## config.mk

```make
export PLATFORM = sky130hd
export DESIGN_NAME = host_tx_word_demultiplexer
export DESIGN_NICKNAME = d
export VERILOG_FILES = /design/src/sv/htwd_pkg.sv /design/src/sv/host_tx_word_demultiplexer.sv /design/src/sv/htwd_front.sv /design/src/sv/htwd_queue.sv /design/src/sv/htwd_back.sv
export SDC_FILE = /design/constraint.sdc
export NUM_CORES = 1
export LEC_CHECK = 0
export BUFFER_PORTS_ARGS = -buffer_cell sky130_fd_sc_hd__buf_2
export CAP_MARGIN = 30
export CORE_UTILIZATION = 35
export DETAILED_ROUTE_END_ITERATION = 16
export PLACE_DENSITY = 0.62
export SETUP_SLACK_MARGIN = 0.5
export SKIP_CTS_REPAIR_TIMING = 1
export SYNTH_ARGS = -nofsm -noshare
export SYNTH_HDL_FRONTEND = slang
export SYNTH_SLANG_ARGS = --single-unit
```

## constraint.sdc

```tcl
create_clock -name clk_i -period 15.06 [get_ports clk_i]
set_input_delay 3.012 -clock clk_i [delete_from_list [all_inputs] [get_ports clk_i]]
set_output_delay 3.012 -clock clk_i [all_outputs]
set_load 0.02 [all_outputs]
```

## src/sv/htwd_pkg.sv

```systemverilog
// ----------------------------------------------------------------------------
// Host word demultiplexer package
// Shared types and constants for the host transmit word demultiplexer.
// ----------------------------------------------------------------------------
package htwd_pkg;

  localparam int unsigned WordWidth  = 24;
  localparam int unsigned CountWidth = 12;
  localparam int unsigned MaxResults = 3;

  localparam logic [WordWidth-1:0] WordCancel    = 24'hF4F4F4;
  localparam logic [WordWidth-1:0] WordStatus    = 24'hF50000;
  localparam logic [WordWidth-1:0] WordDump      = 24'hF400F4;
  localparam logic [WordWidth-1:0] WordBootFirst = 24'hF40000;
  localparam logic [WordWidth-1:0] WordBootNext  = 24'h7F0000;
  localparam logic [7:0]           ByteMsgStart  = 8'hF0;
  localparam logic [7:0]           ByteMsgEnd    = 8'hF7;

  typedef enum logic [2:0] {
    KIND_MSG    = 3'd0,
    KIND_PRESET = 3'd1,
    KIND_STATUS = 3'd2,
    KIND_BOOT   = 3'd3,
    KIND_ABORT  = 3'd4
  } kind_e;

  typedef enum logic [1:0] {
    CFG_STATUS_COUNT = 2'd0,
    CFG_DROP_FOURTH  = 2'd1,
    CFG_MULTI_BYTES  = 2'd2,
    CFG_SINGLE_BYTES = 2'd3
  } cfg_index_e;

  typedef struct packed {
    kind_e                kind;
    logic [WordWidth-1:0] payload;
    logic                 last;
  } result_t;

  typedef struct packed {
    logic [1:0]               count;
    result_t [MaxResults-1:0] res;
  } entry_t;

  typedef struct packed {
    logic [1:0]            status_count;
    logic                  drop_fourth;
    logic [CountWidth-1:0] multi_bytes;
    logic [CountWidth-1:0] single_bytes;
  } cfg_t;

endpackage

```

## src/sv/host_tx_word_demultiplexer.sv

```systemverilog
// ----------------------------------------------------------------------------
// Host transmit word demultiplexer
// Sorts 24-bit words sent by a DSP to its host into message bytes, preset
// dump bytes, status words, boot events and message aborts.
//
// Input channel: in_valid_i with in_stall_o; an item is a command bit, a
// host word and a requested preset byte count. Output channel: out_valid_o
// with out_stall_i; each result carries kind, payload and last.
// Configuration: cfg_valid_i/cfg_ready_o with a register index and data;
// writes are taken in every cycle and are meant for an idle block.
// An accepted item produces zero to three results. The front end classifies
// it in its accept cycle and queues the bundle; the back end sends one
// result per cycle, while the receiver does not stall, via a current-bundle
// register and the output register. Items are accepted every cycle while the
// two-entry queue has room; a preset word with three bytes yields three
// results, so the sustained item rate falls as results per item grow.
// When the receiver stalls, the output register holds its result and the
// queue fills, after which in_stall_o rises. Reset empties the queue and
// output, returns parsing to idle and loads the register defaults.
// ----------------------------------------------------------------------------
module host_tx_word_demultiplexer (
  input  logic                            clk_i,
  input  logic                            rst_ni,
  input  logic                            cfg_valid_i,
  output logic                            cfg_ready_o,
  input  logic [1:0]                      cfg_index_i,
  input  logic [htwd_pkg::CountWidth-1:0] cfg_data_i,
  input  logic                            in_valid_i,
  output logic                            in_stall_o,
  input  logic                            command_i,
  input  logic [htwd_pkg::WordWidth-1:0]  host_word_i,
  input  logic [htwd_pkg::CountWidth-1:0] request_bytes_i,
  output logic                            out_valid_o,
  input  logic                            out_stall_i,
  output logic [2:0]                      kind_o,
  output logic [htwd_pkg::WordWidth-1:0]  payload_o,
  output logic                            last_o
);
  import htwd_pkg::*;

  cfg_t   cfg_q;
  logic   queue_full;
  logic   push;
  entry_t push_entry;
  logic   pop;
  logic   q_valid;
  entry_t q_entry;

  assign cfg_ready_o = 1'b1;

  always_ff @(posedge clk_i or negedge rst_ni) begin
    if (!rst_ni) begin
      cfg_q.status_count <= 2'd2;
      cfg_q.drop_fourth  <= 1'b0;
      cfg_q.multi_bytes  <= CountWidth'(256);
      cfg_q.single_bytes <= CountWidth'(256);
    end else if (cfg_valid_i) begin
      case (cfg_index_e'(cfg_index_i))
        CFG_STATUS_COUNT: cfg_q.status_count <= cfg_data_i[1:0];
        CFG_DROP_FOURTH:  cfg_q.drop_fourth  <= cfg_data_i[0];
        CFG_MULTI_BYTES:  cfg_q.multi_bytes  <= cfg_data_i;
        CFG_SINGLE_BYTES: cfg_q.single_bytes <= cfg_data_i;
        default: begin
        end
      endcase
    end
  end

  htwd_front u_front (
    .clk_i           (clk_i),
    .rst_ni          (rst_ni),
    .cfg_i           (cfg_q),
    .in_valid_i      (in_valid_i),
    .in_stall_o      (in_stall_o),
    .command_i       (command_i),
    .host_word_i     (host_word_i),
    .request_bytes_i (request_bytes_i),
    .queue_full_i    (queue_full),
    .push_o          (push),
    .entry_o         (push_entry)
  );

  htwd_queue u_queue (
    .clk_i   (clk_i),
    .rst_ni  (rst_ni),
    .push_i  (push),
    .entry_i (push_entry),
    .full_o  (queue_full),
    .pop_i   (pop),
    .valid_o (q_valid),
    .entry_o (q_entry)
  );

  htwd_back u_back (
    .clk_i       (clk_i),
    .rst_ni      (rst_ni),
    .q_valid_i   (q_valid),
    .q_entry_i   (q_entry),
    .pop_o       (pop),
    .out_valid_o (out_valid_o),
    .out_stall_i (out_stall_i),
    .kind_o      (kind_o),
    .payload_o   (payload_o),
    .last_o      (last_o)
  );

endmodule

```

## src/sv/htwd_front.sv

```systemverilog
// ----------------------------------------------------------------------------
// Host word demultiplexer front end
// Accepts commands and host words, runs the parse state machine and builds
// a bundle of up to three results for each accepted item.
// ----------------------------------------------------------------------------
module htwd_front (
  input  logic                           clk_i,
  input  logic                           rst_ni,
  input  htwd_pkg::cfg_t                 cfg_i,
  input  logic                           in_valid_i,
  output logic                           in_stall_o,
  input  logic                           command_i,
  input  logic [htwd_pkg::WordWidth-1:0] host_word_i,
  input  logic [htwd_pkg::CountWidth-1:0] request_bytes_i,
  input  logic                           queue_full_i,
  output logic                           push_o,
  output htwd_pkg::entry_t               entry_o
);
  import htwd_pkg::*;

  typedef enum logic [1:0] {
    MODE_IDLE    = 2'd0,
    MODE_MESSAGE = 2'd1,
    MODE_PRESET  = 2'd2,
    MODE_STATUS  = 2'd3
  } mode_e;

  mode_e                 mode_q, mode_d;
  logic [CountWidth-1:0] preset_rem_q, preset_rem_d;
  logic                  size_unknown_q, size_unknown_d;
  logic [1:0]            status_rem_q, status_rem_d;
  logic [1:0]            msg_idx_q, msg_idx_d;
  logic                  pat_pos_q, pat_pos_d;

  logic                  accept;
  logic                  do_idle;
  logic [1:0]            n;
  logic [CountWidth-1:0] rem;
  logic [1:0]            srem;
  logic [1:0]            idx_next;
  logic [7:0]            top;
  logic                  match;
  result_t [MaxResults-1:0] res;

  assign in_stall_o = queue_full_i;
  assign accept     = in_valid_i && !queue_full_i;
  assign top        = host_word_i[WordWidth-1 -: 8];

  always_comb begin
    mode_d         = mode_q;
    preset_rem_d   = preset_rem_q;
    size_unknown_d = size_unknown_q;
    status_rem_d   = status_rem_q;
    msg_idx_d      = msg_idx_q;
    pat_pos_d      = pat_pos_q;
    do_idle        = 1'b0;
    n              = 2'd0;
    rem            = preset_rem_q;
    srem           = status_rem_q;
    idx_next       = msg_idx_q + 2'd1;
    match          = 1'b0;
    res            = '0;

    if (accept) begin
      if (command_i) begin
        preset_rem_d   = request_bytes_i;
        size_unknown_d = 1'b0;
      end else begin
        case (mode_q)
          MODE_IDLE: begin
            do_idle = 1'b1;
          end
          MODE_MESSAGE: begin
            if (host_word_i[15:0] != 16'd0) begin
              mode_d = MODE_IDLE;
              res[0] = '{kind: KIND_ABORT, payload: '0, last: 1'b0};
              n       = 2'd1;
              do_idle = 1'b1;
            end else begin
              msg_idx_d = idx_next;
              if (!(cfg_i.drop_fourth && idx_next == 2'd0)) begin
                if (top == ByteMsgEnd) begin
                  mode_d = MODE_IDLE;
                  res[0] = '{kind: KIND_MSG, payload: WordWidth'(top), last: 1'b1};
                end else begin
                  res[0] = '{kind: KIND_MSG, payload: WordWidth'(top), last: 1'b0};
                end
                n = 2'd1;
              end
            end
          end
          MODE_PRESET: begin
            if (size_unknown_q) begin
              rem = (top == 8'd1 || top == 8'd2) ? cfg_i.multi_bytes : cfg_i.single_bytes;
            end
            size_unknown_d = 1'b0;
            for (int i = 0; i < MaxResults; i++) begin
              if (rem != '0) begin
                rem    = rem - CountWidth'(1);
                res[i] = '{kind: KIND_PRESET,
                           payload: WordWidth'(host_word_i[WordWidth-1-8*i -: 8]),
                           last: (rem == '0)};
                n      = n + 2'd1;
              end
            end
            preset_rem_d = rem;
            if (rem == '0) begin
              mode_d = MODE_IDLE;
            end
          end
          default: begin
            if (srem != 2'd0) begin
              srem = srem - 2'd1;
            end
            status_rem_d = srem;
            if (srem == 2'd0) begin
              mode_d = MODE_IDLE;
            end
            res[0] = '{kind: KIND_STATUS, payload: host_word_i, last: (srem == 2'd0)};
            n      = 2'd1;
          end
        endcase

        if (do_idle) begin
          if (host_word_i == WordCancel) begin
            preset_rem_d   = '0;
            size_unknown_d = 1'b0;
          end else if (host_word_i == WordStatus) begin
            mode_d       = MODE_STATUS;
            status_rem_d = (cfg_i.status_count == 2'd0) ? 2'd1 : cfg_i.status_count;
          end else if (host_word_i == WordDump) begin
            mode_d = MODE_PRESET;
            if (preset_rem_q == '0) begin
              size_unknown_d = 1'b1;
            end
          end else if (top == ByteMsgStart) begin
            mode_d    = MODE_MESSAGE;
            msg_idx_d = 2'd1;
            res[n]    = '{kind: KIND_MSG, payload: WordWidth'(top), last: 1'b0};
            n         = n + 2'd1;
          end else begin
            match = pat_pos_q ? (host_word_i == WordBootNext)
                              : (host_word_i == WordBootFirst);
            if (match && pat_pos_q) begin
              pat_pos_d = 1'b0;
              res[n]    = '{kind: KIND_BOOT, payload: '0, last: 1'b0};
              n         = n + 2'd1;
            end else begin
              pat_pos_d = match;
            end
          end
        end
      end
    end
  end

  assign push_o        = accept && !command_i && (n != 2'd0);
  assign entry_o.count = n;
  assign entry_o.res   = res;

  always_ff @(posedge clk_i or negedge rst_ni) begin
    if (!rst_ni) begin
      mode_q         <= MODE_IDLE;
      preset_rem_q   <= '0;
      size_unknown_q <= 1'b0;
      status_rem_q   <= 2'd0;
      msg_idx_q      <= 2'd0;
      pat_pos_q      <= 1'b0;
    end else begin
      mode_q         <= mode_d;
      preset_rem_q   <= preset_rem_d;
      size_unknown_q <= size_unknown_d;
      status_rem_q   <= status_rem_d;
      msg_idx_q      <= msg_idx_d;
      pat_pos_q      <= pat_pos_d;
    end
  end

endmodule

```

## src/sv/htwd_queue.sv

```systemverilog
// ----------------------------------------------------------------------------
// Host word demultiplexer result queue
// Two-entry queue of result bundles between the front end and the back end.
// ----------------------------------------------------------------------------
module htwd_queue (
  input  logic             clk_i,
  input  logic             rst_ni,
  input  logic             push_i,
  input  htwd_pkg::entry_t entry_i,
  output logic             full_o,
  input  logic             pop_i,
  output logic             valid_o,
  output htwd_pkg::entry_t entry_o
);
  import htwd_pkg::*;

  entry_t     mem_q [2];
  logic       wr_ptr_q, rd_ptr_q;
  logic [1:0] count_q;

  assign full_o  = (count_q == 2'd2);
  assign valid_o = (count_q != 2'd0);
  assign entry_o = mem_q[rd_ptr_q];

  always_ff @(posedge clk_i) begin
    if (push_i) begin
      mem_q[wr_ptr_q] <= entry_i;
    end
  end

  always_ff @(posedge clk_i or negedge rst_ni) begin
    if (!rst_ni) begin
      wr_ptr_q <= 1'b0;
      rd_ptr_q <= 1'b0;
      count_q  <= 2'd0;
    end else begin
      if (push_i) begin
        wr_ptr_q <= !wr_ptr_q;
      end
      if (pop_i) begin
        rd_ptr_q <= !rd_ptr_q;
      end
      if (push_i && !pop_i) begin
        count_q <= count_q + 2'd1;
      end else if (pop_i && !push_i) begin
        count_q <= count_q - 2'd1;
      end
    end
  end

endmodule

```

## src/sv/htwd_back.sv

```systemverilog
// ----------------------------------------------------------------------------
// Host word demultiplexer back end
// Takes result bundles from the queue and sends them out one result per
// cycle, while the receiver does not stall, through a registered output stage.
// ----------------------------------------------------------------------------
module htwd_back (
  input  logic                           clk_i,
  input  logic                           rst_ni,
  input  logic                           q_valid_i,
  input  htwd_pkg::entry_t               q_entry_i,
  output logic                           pop_o,
  output logic                           out_valid_o,
  input  logic                           out_stall_i,
  output logic [2:0]                     kind_o,
  output logic [htwd_pkg::WordWidth-1:0] payload_o,
  output logic                           last_o
);
  import htwd_pkg::*;

  entry_t     cur_q;
  logic       cur_valid_q;
  logic [1:0] idx_q;
  logic       out_valid_q;
  result_t    out_q;
  logic       advance;
  logic       cur_done;
  logic       cur_free;

  assign advance  = !out_valid_q || !out_stall_i;
  assign cur_done = advance && cur_valid_q && (idx_q + 2'd1 == cur_q.count);
  assign cur_free = !cur_valid_q || cur_done;
  assign pop_o    = q_valid_i && cur_free;

  always_ff @(posedge clk_i) begin
    if (pop_o) begin
      cur_q <= q_entry_i;
    end
    if (advance && cur_valid_q) begin
      out_q <= cur_q.res[idx_q];
    end
  end

  always_ff @(posedge clk_i or negedge rst_ni) begin
    if (!rst_ni) begin
      cur_valid_q <= 1'b0;
      idx_q       <= 2'd0;
      out_valid_q <= 1'b0;
    end else begin
      if (advance) begin
        out_valid_q <= cur_valid_q;
      end
      if (pop_o) begin
        cur_valid_q <= 1'b1;
        idx_q       <= 2'd0;
      end else if (cur_done) begin
        cur_valid_q <= 1'b0;
        idx_q       <= 2'd0;
      end else if (advance && cur_valid_q) begin
        idx_q <= idx_q + 2'd1;
      end
    end
  end

  assign out_valid_o = out_valid_q;
  assign kind_o      = out_q.kind;
  assign payload_o   = out_q.payload;
  assign last_o      = out_q.last;

endmodule

```

==> results.txt, run 1 <==
H-Tree Depth -> 1
CP Launch Type -> input port
Setup Skew -> 0.0222 ns
slowest stage cell, crit path -> or3_1
routability congestion estimate -> 0.898
Min-Delay Endpoint -> u_front.status_rem_q[0]$_DFFE_PN0P_
area grow syn2layout -> 13.2%
Final setup viols -> 0
Min-Delay Path Class -> reg -> reg
Mean Syn Cell Area -> 11.7 um2
largest net degree at the start of global routing -> 56
initial antenna violation count -> 1
synth top area cells -> edfxtp_1 (46%), dfrtp_1 (11%), mux2_2 (7.7%)
Yosys cell types -> 82
vias in the first global route -> 8519
register area share after synthesis -> 57.7%
crit path kind -> in -> reg
Sink Count -> 239
CP max stage delay -> 0.68 ns
relative slew slack -> 35.8%
critical path's top delay family -> simple AND/OR/NAND/NOR gates
outcome -> complete, no violations
IO buf count -> 85
HP Start -> u_front.status_rem_q[0]$_DFFE_PN0P_
Crit path required time -> 15.20 ns
flop-to-flop setup slack -> 5.59 ns
CTS clk-pin slew, worst paths -> 0.06 ns
Remaining DRCs -> 0
DR vias/cell -> 5.57
Overall Global Routing Usage -> 18.0%
Root Buffer Master -> clkbuf_16
layout cells sized above 1 -> 22.5%
Async SR Flop Fraction -> 23.0%
Worst-Margin Slew -> 0.961 ns
FF-to-FF Start -> u_front.size_unknown_q$_DFFE_PN0P_
worst setup margin -> 2.75 ns
Die Wd -> 187 um
via count -> 8672
synthesized instance count -> 1024
minimum clock period -> 12.31 ns
fin. max-slew vios -> 0
Critical Path AT -> 12.44 ns
placed cells -> 1516
Reg2Reg Depth -> 29
DR iter-0 viols -> 690
clk_lat worst skew -> 0.53 ns
Synth Flop Type -> edfxtp_1
num ports -> 87
YS warnings -> 0
Yosys top cell by area -> edfxtp_1
Final Non-Filler Cells -> 1558
DP HPWL -> 23000 um
Chip Height -> 187 um
Synth top area share -> 46.2%
Util after Layout -> 40.3%
Crit path top cell by count -> ha_1
total power -> 2710 uW
antenna diode instance count -> 0
Routed Antenna Nets -> 0
Bufs and invs on worst path -> 7
Initial Utilization -> 35.6%
Max rail drop VDD -> 0.000103 V
total routed wirelength -> 31700 um
WL/cell -> 20.3 um
Max Cap Viol -> 0
top-count cell post-synth -> edfxtp_1
fin nets -> 1164
f_max -> 81.2 MHz
CP endpoint kind -> flop
Core ar. -> 33600 um2
leakage -> 0.00498 uW
1st-pass router iterations -> 9
first-pass GRT wire length -> 49000 um
dpl ws -> 2.32 ns
CTS tree -> built
R2R Path End -> u_queue.mem_q[1][20]$_DFFE_PP_
PD cells -> 200 nW/um2
Critical Path Fanout Max -> 52
Final Hold Vio Count -> 0
die footprint -> 34900 um2
clk buf depth -> 3
Num CTS Buffers -> 24
Syn Nets -> 1093
Commonest cells post-synth -> edfxtp_1 (184), nand2_1 (104), mux2_2 (82)
fillcell total -> 3206
Total Neg Setup Slack -> 0 ns
grt total ovfl -> 0
final worst path period share -> 81.7%
mapped cell area -> 12000 um2
RSZ-0062 raised after global routing -> false
WHS Path Cells -> 2
Yosys reg bits -> 239
Rows -> 67
Post-synth EDFFs -> 184
stage by stage:
stage          instance area (um2)  hold WS, ns
2_1_floorplan                12000        0.450
3_3_place_gp                 12800        0.464
3_5_place_dp                 12800        0.474
4_1_cts                      13500        0.488
5_1_grt                      13500        0.529
6_report                     13500        0.488
area by class of cell:
type | instances | area [um2] | area share (%)
Multi-Input combinational cell | 710 | 4760 | 35.1
Inverter | 21 | 91.3 | 0.674
Sequential cell | 239 | 6910 | 51.0
Tap cell | 448 | 561 | 4.14
Clock buffer | 32 | 652 | 4.81
Timing Repair Buffer | 99 | 531 | 3.92
Clock inverter | 9 | 42.5 | 0.314
worst register-to-register path: cells and delay by family (launching register included):
kind | cells | cell delay, ns
AOI/OAI and AO/OA | 3 | 0.58
DFF | 1 | 0.37
and+or+nand+nor | 11 | 3.99
muxes | 2 | 0.40
adders and majority gates | 4 | 1.49
xor gates and xnor gates | 2 | 0.61
buffers and inverters | 7 | 1.61
logic make-up after synthesis:
| family | after synthesis | share of synthesized area, % |
|---|---|---|
| compound gates | 222 | 12.4 |
| fa+ha+maj | 13 | 1.36 |
| other cells | 1 | 0.0314 |
| flops | 239 | 57.7 |
| simple gates | 355 | 15.1 |
| mux | 98 | 9.06 |
| buf+inv | 75 | 2.75 |
| xor+xnor | 21 | 1.54 |
routing by layer:
layer | up-vias | track usage [%] | routed length (um)
li1 | 4032 | - | -
met3 | 49 | 2.83 | 2330
met2 | 344 | 30.2 | 15100
met4 | 0 | 4.51 | 702
met1 | 4247 | 24.3 | 13500
met5 | - | 0 | 0
power by group:
part	total, uW	leakage, uW	switching [uW]	internal [uW]
Combinational	1150	0.00224	747	404
Sequential	1010	0.00240	88.3	925
Clock	544	0.000340	242	302
Total	2710	0.00498	1080	1630
flip-flops by register name (all words and copies together) (netlist names), 3 cells and up:
register and count:
cfg_q 27, u_back.cur_q 52, u_back.kind_o 3, u_back.payload_o 24
u_front.preset_rem_q 12, u_queue.mem_q 104
cell usage in the layout (no fill, tap or decap), drive strengths merged, types with 5 or more instances in the layout:
cell type | Yosys | final
dfrtp | 52 | 52
ha | 13 | 13
nand3 | 26 | 26
xor2 | 5 | 5
nand4 | 26 | 26
xnor2 | 16 | 16
nor3b | 6 | 6
mux2 | 82 | 82
nand2 | 104 | 104
a31oi | 15 | 15
or4 | 5 | 5
and3 | 24 | 24
nor4 | 17 | 17
a221oi | 11 | 11
nor3 | 22 | 22
a22oi | 8 | 8
inv | 18 | 19
a31o | 9 | 9
clkbuf | 37 | 32
nor2 | 68 | 68
a211oi | 8 | 8
or2 | 8 | 8
and2 | 28 | 28
clkinv | 3 | 11
nand2b | 8 | 8
a21oi | 54 | 54
edfxtp | 184 | 184
buf | 17 | 99
o31ai | 16 | 16
mux2i | 16 | 16
o21ai | 51 | 51
worst max path at each step:
stage	cells past startpoint	start	slack [ns]	to
floorplan	33	host_word_i[21]	0.67	u_queue.mem_q[1][0]$_DFFE_PP_
detailed placement	30	host_word_i[21]	2.32	u_queue.mem_q[1][16]$_DFFE_PP_
CTS	29	host_word_i[21]	2.86	u_queue.mem_q[1][24]$_DFFE_PP_
global placement	30	host_word_i[21]	2.71	u_queue.mem_q[1][20]$_DFFE_PP_
finish	30	host_word_i[21]	2.75	u_queue.mem_q[1][20]$_DFFE_PP_
global route	30	host_word_i[21]	1.98	u_queue.mem_q[1][16]$_DFFE_PP_
(Power assumes the default switching activity.)
==> run 2: changes to the inputs <==
ABC_AREA = 1   (was not set)
PLACE_DENSITY = 0.64   (was 0.62)
clock period = 10.2 ns   (was 15.06 ns; I/O delays follow)
==> run 2 against run 1 <==
Cell count rose by 20%. Global-route usage fell by 1.2 points. Die area fell by 0.11%. Worst hold slack got worse by 0.0035 ns. First-iteration DRC count rose by 11%. Combinational power rose by 31%. Highest routed layer unchanged. Wire length fell by 7.5%. Via count rose by 5.4%. Largest power group is now sequential cells. Design area rose by 1.7%. Sequential cell count did not move. Sequential power rose by 57%.
==> results.txt, run 2 <==
outcome -> complete, no violations (unchanged)
Max Cap Viol -> 0 (unchanged)
Core ar. -> 33500 um2 (was 33600 um2)
Biggest register -> u_queue.mem_q (unchanged)
1st-pass router iterations -> 6 (was 9)
Async SR Flop Fraction -> 23.0% (unchanged)
RSZ-0062 raised after global routing -> false (unchanged)
Yosys top cell by area -> edfxtp_1 (unchanged)
Sink Count -> 239 (unchanged)
Chip Height -> 187 um (about the same)
fin nets -> 1463 (was 1164)
Crit path required time -> 10.38 ns (was 15.20 ns)
num ports -> 87 (unchanged)
Worst-Margin Slew -> 0.871 ns (was 0.961 ns)
Min-Delay Path Class -> reg -> reg (unchanged)
Syn Nets -> 1384 (was 1093)
Bufs and invs on worst path -> 4 (was 7)
total routed wirelength -> 29300 um (was 31700 um)
top-count cell post-synth -> nand2_1 (was edfxtp_1)
first-pass GRT wire length -> 46600 um (was 49000 um)
antenna diode instance count -> 0 (unchanged)
Regs by FF count -> u_queue.mem_q x104, u_back.cur_q x52, cfg_q x27 (unchanged)
Setup Skew -> 0.0119 ns (was 0.0222 ns)
most frequent cells in the layout -> nand2_1 (399), edfxtp_1 (184), inv_1 (132) (was edfxtp_1 (184), nand2_1 (104), buf_2 (85))
synth top area cells -> edfxtp_1 (46%), nand2_1 (13%), dfrtp_1 (11%) (was edfxtp_1 (46%), dfrtp_1 (11%), mux2_2 (7.7%))
Critical Path Fanout Max -> 44 (was 52)
relative slew slack -> 41.4% (was 35.8%)
Overall Global Routing Usage -> 16.8% (was 18.0%)
leakage -> 0.00600 uW (was 0.00498 uW)
CTS clk-pin slew, worst paths -> 0.06 ns (about the same)
Root Buffer Master -> clkbuf_16 (unchanged)
PD cells -> 296 nW/um2 (was 200 nW/um2)
via count -> 9141 (was 8672)
IO buf count -> 85 (unchanged)
CP max stage delay -> 0.56 ns (was 0.68 ns)
H-Tree Depth -> 1 (unchanged)
Rows -> 67 (unchanged)
Die Wd -> 187 um (about the same)
initial antenna violation count -> 0 (was 1)
minimum clock period -> 7.99 ns
Total Neg Setup Slack -> 0 ns (unchanged)
Util after Layout -> 41.1% (was 40.3%)
f_max -> 125 MHz
most common cell after layout, fill and taps aside -> nand2_1 (was edfxtp_1)
Initial Utilization -> 35.6% (about the same)
synthesized instance count -> 1315 (was 1024)
Num CTS Buffers -> 26 (was 24)
vias in the first global route -> 8802 (was 8519)
grt total ovfl -> 0 (unchanged)
clk_lat worst skew -> 0.54 ns (was 0.53 ns)
WL/cell -> 15.8 um (was 20.3 um)
Mean Syn Cell Area -> 9.08 um2 (was 11.7 um2)
register area share after synthesis -> 57.8% (was 57.7%)
WHS -> 0.484 ns (was 0.488 ns)
Critical Path AT -> 8.17 ns (was 12.44 ns)
mapped cell area -> 11900 um2 (was 12000 um2)
CP endpoint kind -> flop (unchanged)
slowest stage cell, crit path -> buf_4 (was or3_1)
CTS tree -> built (unchanged)
die footprint -> 34900 um2 (about the same)
DR vias/cell -> 4.91 (was 5.57)
Crit path top cell by count -> nand2_2 (was ha_1)
YS warnings -> 0 (unchanged)
Final setup viols -> 0 (unchanged)
routability congestion estimate -> 0.917 (was 0.898)
Yosys cell types -> 51 (was 82)
Synth Flop Type -> edfxtp_1 (unchanged)
Remaining DRCs -> 0 (unchanged)
final worst path period share -> 78.3%
Max rail drop VDD -> 0.000190 V (was 0.000103 V)
layout cells sized above 1 -> 14.4% (was 22.5%)
CP Launch Type -> input port (unchanged)
Yosys reg bits -> 239 (unchanged)
fin. max-slew vios -> 0 (unchanged)
Routed Antenna Nets -> 0 (unchanged)
Final Hold Vio Count -> 0 (unchanged)
DR iter-0 viols -> 768 (was 690)
area grow syn2layout -> 15.3% (was 13.2%)
number of flip-flops under the largest register name -> 104 (unchanged)
crit path kind -> in -> reg (unchanged)
critical path's top delay family -> simple AND/OR/NAND/NOR gates (unchanged)
Synth top area share -> 46.3% (was 46.2%)
largest net degree at the start of global routing -> 56 (unchanged)
Commonest cells post-synth -> nand2_1 (399), edfxtp_1 (184), inv_1 (133) (was edfxtp_1 (184), nand2_1 (104), mux2_2 (82))
clk buf depth -> 3 (unchanged)
DP HPWL -> 21300 um (was 23000 um)
Post-synth EDFFs -> 184 (unchanged)
==> run 2: final timing paths <==
check / startpoint / endpoint / slack [ns] / cells after the start
max: host_word_i[19] / u_queue.mem_q[1][60]$_DFFE_PP_ / 2.21 / 38
min: u_back.out_valid_o$_DFFE_PN0P_ / u_back.out_valid_o$_DFFE_PN0P_ / 0.48 / 2
max reg2reg: u_front.size_unknown_q$_DFFE_PN0P_ / u_queue.mem_q[1][60]$_DFFE_PP_ / 3.74 / 33
min reg2reg: u_back.out_valid_o$_DFFE_PN0P_ / u_back.out_valid_o$_DFFE_PN0P_ / 0.48 / 2
max in group asynchronous: rst_ni / u_front.preset_rem_q[3]$_DFFE_PN0P_ / 8.01 / 2
min in group asynchronous: rst_ni / u_back.cur_valid_q$_DFFE_PN0P_ / 1.64 / 2
==> run 2: power by group <==
group	internal, uW	switching, uW
combinational	419	1090
clock	596	383
sequential	1480	109
==> run 2: routing by layer <==
layer  share of wire (%)  track usage [%]  vias to the layer above
met3                 4.4             2.11                       65
met5                   0                0                        -
met2                  47             28.7                      253
met4                 3.2             5.83                        0
li1                    -                -                     4563
met1                  45             21.8                     4260
==> run 2: cell families (layout without fill, tap and decap cells) <==
logic type      count (synthesis)  after routing  synth area share, %
simple gates                  702            702                 26.2
flops                         239            239                 57.8
buf+inv                       185            284                 6.12
compound gates                166            166                 7.83
fa+ha+maj                      13             13                 1.36
xor+xnor                        9              9                0.660
other cells                     1              1               0.0314
==> run 2: stage by stage <==
stage / std cells / setup WS, ns / instance area [um2] / power, uW
final: 1862 / 2.21 / 13800 / 4080
after global routing: 1862 / 1.64 / 13800 / 4350
after CTS: 1862 / 2.24 / 13800 / 4110
after detailed placement: 1814 / 1.69 / 12900 / 3120
after global placement: 1812 / 1.82 / 12800 / 3100
after floorplan: 1315 / 1.29 / 11900 / 2660
==> run 2: final cells by class <==
class,count,area [um2]
Fill cell,3280,19800
Timing Repair Buffer,96,541
Inverter,140,526
Tap cell,448,561
Sequential cell,239,6910
Clock buffer,28,658
Multi-Input combinational cell,891,4330
Clock inverter,20,246
==> run 2: worst reg2reg max path: cells and delay by family, from the launching register on <==
kind | cells | cell delay (ns)
simple gates | 23 | 3.26
compound gates | 2 | 0.18
flops | 1 | 0.57
fa+ha+maj | 4 | 0.97
buf+inv | 4 | 1.09
==> run 3: changes to the inputs <==
PLACE_DENSITY = 0.62   (was 0.64)
clock period = 7.5 ns   (was 10.2 ns; I/O delays follow)
==> run 3 against run 2 <==
Utilization grew 0.20 points. Non-clock buffer count is 12 higher. Sequential share of layout area shrank 0.24 points. Global-route usage grew 0.13 points. Wire length rose by 0.97%. Clock power is 26% higher. Via count is 1.0% higher. Worst hold slack better by 0.0035 ns. Combinational power rose by 38%. Sequential power up 36%. Cell count grew 0.54%.
==> results.txt, run 3 (synthesis gave the netlist of run 2 again) <==
clk_lat worst skew -> 0.55 ns (was 0.54 ns)
total power -> 5490 uW (was 4080 uW)
grt total ovfl -> 0 (unchanged)
minimum clock period -> 6.48 ns
DR vias/cell -> 4.93 (was 4.91)
layout cells sized above 1 -> 15.4% (was 14.4%)
combinational power share -> 38.1% (was 37.0%)
area grow syn2layout -> 15.8% (was 15.3%)
num ports -> 87 (unchanged)
Crit path required time -> 7.73 ns (was 10.38 ns)
Rows -> 67 (unchanged)
WHS -> 0.488 ns (was 0.484 ns)
routability congestion estimate -> 0.900 (was 0.917)
RSZ-0062 raised after global routing -> false (unchanged)
Setup Skew -> 0.00888 ns (was 0.0119 ns)
Final setup viols -> 0 (unchanged)
critical path's top delay family -> simple AND/OR/NAND/NOR gates (unchanged)
most common cell after layout, fill and taps aside -> nand2_1 (unchanged)
most frequent cells in the layout -> nand2_1 (398), edfxtp_1 (184), inv_1 (132) (was nand2_1 (399), edfxtp_1 (184), inv_1 (132))
number of flip-flops under the largest register name -> 104 (unchanged)
final worst path period share -> 86.4%
vias in the first global route -> 8817 (was 8802)
CTS clk-pin slew, worst paths -> 0.06 ns (about the same)
register area -> 6910 um2 (unchanged)
Worst-Margin Slew -> 0.791 ns (was 0.871 ns)
CP endpoint kind -> flop (unchanged)
internal power -> 3310 uW (was 2500 uW)
Util after Layout -> 41.3% (was 41.1%)
fin nets -> 1474 (was 1463)
slowest stage cell, crit path -> ha_1 (was buf_4)
1st-pass router iterations -> 5 (was 6)
Critical Path Fanout Max -> 24 (was 44)
CP max stage delay -> 0.31 ns (was 0.56 ns)
outcome -> complete, no violations (unchanged)
IO buf count -> 85 (unchanged)
Core ar. -> 33500 um2 (unchanged)
first-pass GRT wire length -> 47000 um (was 46600 um)
via count -> 9236 (was 9141)
fin. max-slew vios -> 0 (unchanged)
Bufs and invs on worst path -> 4 (unchanged)
relative slew slack -> 47.1% (was 41.4%)
die footprint -> 34900 um2 (unchanged)
Sw Ratio -> 39.7% (was 38.8%)
clock group share of total power -> 22.4% (was 24.0%)
Routed Antenna Nets -> 0 (unchanged)
CTS tree -> built (unchanged)
fillcell total -> 3331 (was 3280)
leakage -> 0.00603 uW (was 0.00600 uW)
DR iter-0 viols -> 723 (was 768)
CP Launch Type -> input port (unchanged)
crit path kind -> in -> reg (unchanged)
Biggest register -> u_queue.mem_q (unchanged)
Crit path top cell by count -> nand2_2 (unchanged)
Num CTS Buffers -> 25 (was 26)
Critical Path AT -> 6.71 ns (was 8.17 ns)
PD cells -> 397 nW/um2 (was 296 nW/um2)
Remaining DRCs -> 0 (unchanged)
Sink Count -> 239 (unchanged)
Final Hold Vio Count -> 0 (unchanged)
DP HPWL -> 21500 um (was 21300 um)
Total Neg Setup Slack -> 0 ns (unchanged)
antenna diode instance count -> 0 (unchanged)
Root Buffer Master -> clkbuf_16 (unchanged)
Max rail drop VDD -> 0.000233 V (was 0.000190 V)
clk buf depth -> 3 (unchanged)
Die Wd -> 187 um (unchanged)
sequential fraction of design power -> 39.5% (was 39.1%)
largest net degree at the start of global routing -> 56 (unchanged)
Regs by FF count -> u_queue.mem_q x104, u_back.cur_q x52, cfg_q x27 (unchanged)
WL/cell -> 15.8 um (about the same)
initial antenna violation count -> 0 (unchanged)
Overall Global Routing Usage -> 16.9% (was 16.8%)
Initial Utilization -> 35.6% (unchanged)
Chip Height -> 187 um (unchanged)
Max Cap Viol -> 0 (unchanged)
switching pwr -> 2180 uW (was 1580 uW)
f_max -> 154 MHz
H-Tree Depth -> 1 (unchanged)
Min-Delay Path Class -> reg -> reg (unchanged)
area taken by multi-input logic gates -> 4360 um2 (was 4330 um2)
total routed wirelength -> 29600 um (was 29300 um)
-- run 3: cell type report --
cell class                      count  area share, %
Sequential cell                   239           49.9
Timing Repair Buffer              108           4.77
Clock buffer                       28           4.68
Multi-Input combinational cell    891           31.5
Clock inverter                     18           1.23
Inverter                          140           3.83
Tap cell                          448           4.05
-- run 3: through the flow --
step	worst slack (ns)	std cells	area, um2
floorplan	0.598	1315	12000
global placement	0.490	1820	12900
detailed placement	0.241	1821	12900
CTS	0.777	1867	13800
global route	0.541	1872	13800
finish	1.02	1872	13800
-- run 3: worst paths after layout --
path	from	to	slack (ns)	cells after the start
worst max register to register	u_front.size_unknown_q$_DFFE_PN0P_	u_queue.mem_q[1][6]$_DFFE_PP_	1.67	31
worst min-delay path	cfg_q[3]$_DFFE_PN0P_	cfg_q[3]$_DFFE_PN0P_	0.49	2
worst max-delay path	host_word_i[16]	u_queue.mem_q[1][6]$_DFFE_PP_	1.02	36
min in group asynchronous	rst_ni	u_queue.rd_ptr_q$_DFFE_PN0P_	1.08	2
worst min register to register	cfg_q[3]$_DFFE_PN0P_	cfg_q[3]$_DFFE_PN0P_	0.49	2
max in group asynchronous	rst_ni	u_front.preset_rem_q[1]$_DFFE_PN0P_	5.86	2
-- run 3: power by group through the flow --
stage / clock (uW) / sequential (uW) / combinational (uW)
final: 1230 / 2170 / 2090
after global routing: 1310 / 2210 / 2340
after CTS: 1260 / 2170 / 2080
after detailed placement: 0 / 2200 / 2070
after global placement: 0 / 2190 / 2050
after floorplan: 0 / 2260 / 1350
-- run 3: tightest hold or removal path: cells and delay by family, from the launching register on --
kind | cells | cell delay, ns
compound gates | 1 | 0.06
flops | 1 | 0.35
simple gates | 1 | 0.05
-- run 3: metal layers --
layer	wire (um)	part of all wire (%)	GRT usage (%)
met3	1300	4.4	2.22
met2	14200	48	29.0
met5	0	0	0
met4	951	3.2	5.77
met1	13100	44	21.9
